File: config.mk
export PLATFORM = sky130hd
export DESIGN_NAME = mcop_alu
export DESIGN_NICKNAME = d
export VERILOG_FILES = /design/src/design/mcop_pkg.sv /design/src/design/mcop_alu.sv
export SDC_FILE = /design/constraint.sdc
export NUM_CORES = 1
export LEC_CHECK = 0
export ABC_CLOCK_PERIOD_IN_PS = 6300
export BUFFER_PORTS_ARGS = -buffer_cell sky130_fd_sc_hd__buf_2
export CAP_MARGIN = 15
export CORE_ASPECT_RATIO = 0.6
export CORE_MARGIN = 3
export CORE_UTILIZATION = 40
export CTS_CLUSTER_SIZE = 28
export DETAILED_ROUTE_END_ITERATION = 7
export PLACE_DENSITY_LB_ADDON = 0.1
export SLEW_MARGIN = 20
export SYNTH_ARGS = -nofsm -noshare
export SYNTH_HDL_FRONTEND = slang
export SYNTH_SLANG_ARGS = --single-unit
File: constraint.sdc
create_clock -name clk -period 6.3 [get_ports clk]
set_input_delay 1.575 -clock clk [delete_from_list [all_inputs] [get_ports clk]]
set_output_delay 1.575 -clock clk [all_outputs]
set_load 0.01 [all_outputs]
File: src/design/mcop_pkg.sv
package mcop_pkg;

  localparam int MAX_DIMS    = 17;
  localparam int DIM_BITS    = 8;
  localparam int COST_W      = 28;
  localparam int IDX_W       = $clog2(MAX_DIMS);
  localparam int CNT_W       = $clog2(MAX_DIMS + 1);
  localparam int TAB_DEPTH   = MAX_DIMS * MAX_DIMS;
  localparam int TADDR_W     = $clog2(TAB_DEPTH);
  localparam int STACK_DEPTH = 2 * MAX_DIMS;
  localparam int SADDR_W     = $clog2(STACK_DEPTH);
  localparam int SP_W        = $clog2(STACK_DEPTH + 1);
  localparam int ENTRY_W     = 2 * IDX_W;
  localparam int PROD_W      = 3 * DIM_BITS;
  localparam int ACC_W       = ((PROD_W > COST_W) ? PROD_W : COST_W) + 2;
  localparam int SYM_W       = 7;
  localparam int LET_W       = 5;

  localparam logic [COST_W-1:0] COST_TOP = '1;

  localparam logic [SYM_W-1:0] CH_A     = 7'h41;
  localparam logic [SYM_W-1:0] CH_OPEN  = 7'h28;
  localparam logic [SYM_W-1:0] CH_CLOSE = 7'h29;
  localparam logic [SYM_W-1:0] CH_NONE  = 7'h00;

  typedef enum logic [1:0] {
    ST_OK    = 2'd0,
    ST_SHORT = 2'd1,
    ST_DROP  = 2'd2
  } status_t;

  typedef enum logic [1:0] {
    ALU_MUL = 2'b01,
    ALU_SUM = 2'b10
  } alu_op_t;

  typedef struct packed {
    logic             go;
    alu_op_t          op;
    logic [ACC_W-1:0] a;
    logic [ACC_W-1:0] b;
    logic [ACC_W-1:0] c;
  } alu_req_t;

  typedef struct packed {
    logic                we;
    logic [IDX_W-1:0]    addr;
    logic [DIM_BITS-1:0] data;
  } dim_wr_t;

  typedef struct packed {
    logic             go;
    logic [CNT_W-1:0] n;
    status_t          st;
  } start_t;

  function automatic logic [TADDR_W-1:0] tab_addr(logic [IDX_W-1:0] r, logic [IDX_W-1:0] c);
    return TADDR_W'(32'(r) * MAX_DIMS + 32'(c));
  endfunction

endpackage

File: src/design/mcop_alu.sv
module mcop_alu import mcop_pkg::*; (
  input  logic             clk,
  input  alu_req_t         req,
  output logic [ACC_W-1:0] res
);

  logic [ACC_W-1:0] sum;

  assign sum = req.a + req.b + req.c;

  always_ff @(posedge clk) begin
    if (req.go) begin
      case (req.op)
        ALU_MUL: res <= ACC_W'(req.a[2*DIM_BITS-1:0]) * ACC_W'(req.b[DIM_BITS-1:0]);
        ALU_SUM: res <= (sum > ACC_W'(COST_TOP)) ? ACC_W'(COST_TOP) : sum;
        default: res <= res;
      endcase
    end
  end

endmodule

==> flow_summary_export.csv <==
group,metric,value,unit
setup_path,worstPathCellList,"buf_2 > buf_4 > buf_4 > and2_1 > fa_1 > fa_1 > fa_1 > inv_1 > fa_1 > inv_1 > ha_1 > a21o_1 > a21oi_1 > a21bo_2 > a31oi_1 > o41ai_2 > o21ai_0 > xnor2_1 > a2bb2oi_1",
sta,final_max_slew_viol_count,0,
sta,rsz0062_at_grt,"false",
synth,synthesis.area,7410,um2
clocking,clkSlewWorstSetupHoldPaths,0.05,ns
run,maxCapViolations,0,
floorplanning,initial_utilization,0.420,
synth,synth_commonest_cells,"fa_1, and2_1, inv_1",
synth,synth-seq-cells,30,
placed_design,io_buffers,123,
layout,stdcell_area,8830,um2
synth,synth_seq_area_share,0.122,
sta,min_period_over_period,0.958,
floorplanning,die_w,182,um
global_route,antenna_found_initial,0,
global_route,grt_pass1_vias,6211,
placed_design,hpwl,17100,um
setup_path,arrival,6.05,ns
route,drt_iter0_drc,413,
worst_hold_path,hold_start,"req[0]",
layout,drive_above_1_share,0.229,
clocking,cts-root-buf,"clkbuf_16",
route,finalWirelength,19700,um
synth,synth_warnings,0,
route,vias_per_cell,5.09,
synth,yosysTopAreaCellShare,0.308,
global_route,grt_pass1_wl,33100,um
placed_design,dpl_cell_area,8650,um2
synth,avgSynthCellArea,9.41,um2
clocking,ctsHtreeMaxLevel,2,
power_and_ir_drop,power.density,329,nW/um2
layout,largest_register_ffs,30,
setup_path,worstSetupEndpointType,"flop",
floorplanning,core_area,17600,um2
floorplanning,rows,37,
setup_path,crit_buf_inv,5,
synth,synthMostInstantiatedCell,"fa_1",
sta,worst_slew_margin_rel,0.409,
setup_path,cp_slowest_cell,"fa_1",
route,vias,6065,
synth,synth_cell_types,64,
setup_path,path_class,"in2reg",
route,drtAntennaViolNets,0,
floorplanning,dieArea,20200,um2
outcome,status,"complete, no violations",
power_and_ir_drop,power.total,0.00290,W
sta,tns,0,ns
clocking,post_cts_buffers,0,
power_and_ir_drop,power_leakage,4.19,nW
global_route,overflow,0,
synth,synth_area_leaders,"fa_1, ha_1, edfxtp_1",
floorplanning,ios,124,
layout,largest_register,"res",
sta,setup_viol,0,
layout,area_growth_syn_to_layout,19.2,%
setup_path,worstPathRequired,6.31,ns
setup_path,start_kind,"input port",
layout,largest_registers,"res x30",
setup_path,crit_family,"adder cells",
layout,layout.nets,1237,
sta,hold_violations,0,
synth,synth-async-reset-ratio,0,
clocking,hold_buffers,0,
floorplanning,die_height,111,um
synth,synth-edff-count,30,
global_route,grt_start_max_net_pins,46,
clocking,clock_path_buffers,2,
placed_design,place_ws,-0.179,ns
setup_path,cp_max_fo,8,
global_route,grtUsageTotal,0.201,
placed_design,place.gp.congestion,0.876,
route,firstDrtPassIters,5,
worst_hold_path,hold_end,"res[0]$_DFFE_PP_",
route,avgRoutedWirePerCell,16.5,um
layout,antenna_cells,0,
layout,final_util,0.501,
clocking,cts.sinks,30,
synth,ys.flop_type,"edfxtp_1",
clocking,tritoncts,"built",
synth,yosysTopAreaCell,"fa_1",
clocking,numCtsBuffers,5,
sta,min_period,6.04,ns
route,drc_errors,0,
setup_path,crit_top_cell,"fa_1",
sta,max_freq,166,MHz
synth,syn-instance-count,787,
worst_hold_path,hold_path_depth,4,
sta,tightest_slew,0.874,ns
power_and_ir_drop,peakVddDrop,159,uV
setup_path,max_stage_delay,0.54,ns
sta,worst_slack,0.261,ns
worst_hold_path,hold_class,"in2reg",
cells by family after synthesis:
group / after synthesis / share of synthesized area
xor gates and xnor gates: 41 / 0.0485
DFF: 30 / 0.122
buffers and inverters: 126 / 0.0672
AOI/OAI and AO/OA: 157 / 0.147
muxes: 1 / 0.00152
adders and majority gates: 187 / 0.431
other: 1 / 0.000506
and+or+nand+nor: 244 / 0.182
through the flow:
| step | cells | hold slack, ns |
|---|---|---|
| floorplan | 788 | 1.83 |
| global placement | 1183 | 1.98 |
| detailed placement | 1183 | 1.99 |
| CTS | 1191 | 1.86 |
| global route | 1191 | 1.91 |
| finish | 1191 | 1.86 |
per-layer routing:
metal  GRT usage  wire [um]
met2       0.279       7720
met3      0.0467       1320
met4     0.00811         39
met1       0.329      10600
met5           0          0
final cells by class:
| class | instances | area, um2 |
|---|---|---|
| Clock inverter | 3 | 16.3 |
| Multi-Input combinational cell | 632 | 6060 |
| Inverter | 108 | 405 |
| Fill cell | 1715 | 8810 |
| Clock buffer | 5 | 125 |
| Sequential cell | 30 | 901 |
| Tap cell | 234 | 293 |
| Timing Repair Buffer | 179 | 1040 |
what timing repair did:
item                                    CTS  global route
endpoints found under the hold margin     0             0
endpoints found under the setup margin    0             5
resized for setup                         0             7
power breakdown:
group          internal, W  leakage, nW  switching (W)
sequential        0.000334        0.284      0.0000250
clock             0.000144       0.0672      0.0000920
combinational      0.00105         3.84        0.00126
cell usage in the layout (no fill, tap or decap), drive strengths merged, types with 2 or more instances in the layout:
| cell | Yosys | final |
|---|---|---|
| nand2b | 6 | 6 |
| clkbuf | 14 | 5 |
| a21boi | 4 | 4 |
| nand2 | 45 | 45 |
| o211ai | 3 | 3 |
| inv | 108 | 108 |
| o31ai | 7 | 7 |
| nor3 | 12 | 12 |
| o41ai | 4 | 4 |
| a2bb2oi | 2 | 2 |
| xor2 | 19 | 19 |
| clkinv | 0 | 2 |
| a21oi | 51 | 51 |
| or2 | 4 | 4 |
| o311ai | 2 | 2 |
| a211oi | 7 | 7 |
| a21o | 7 | 7 |
| conb | 1 | 2 |
| nor2b | 7 | 7 |
| fa | 114 | 114 |
| xnor2 | 22 | 22 |
| nor2 | 30 | 30 |
| nand3 | 6 | 6 |
| o21bai | 4 | 4 |
| nor3b | 3 | 3 |
| buf | 4 | 179 |
| a22oi | 2 | 2 |
| edfxtp | 30 | 30 |
| o31a | 2 | 2 |
| and2 | 109 | 109 |
| and3 | 4 | 4 |
| o21a | 4 | 4 |
| ha | 73 | 73 |
| a31oi | 19 | 19 |
| o21ai | 29 | 29 |
| nand4 | 7 | 7 |
| or3 | 8 | 8 |
worst min-delay path: cells and delay by family:
kind            cells  cell delay (ns)
compound gates      1             0.13
fa+ha+maj           1             0.17
buf+inv             1             0.10
simple gates        1             0.05
how the worst max path moves through the flow:
stage,cells past startpoint,end,startpoint
2_1_floorplan,18,res[22]$_DFFE_PP_,req[37]
3_3_place_gp,18,res[22]$_DFFE_PP_,req[37]
3_5_place_dp,18,res[22]$_DFFE_PP_,req[37]
4_1_cts,18,res[22]$_DFFE_PP_,req[37]
5_1_grt,19,res[16]$_DFFE_PP_,req[37]
6_report,19,res[23]$_DFFE_PP_,req[36]
Note: power is estimated with default switching activity, not from simulation.
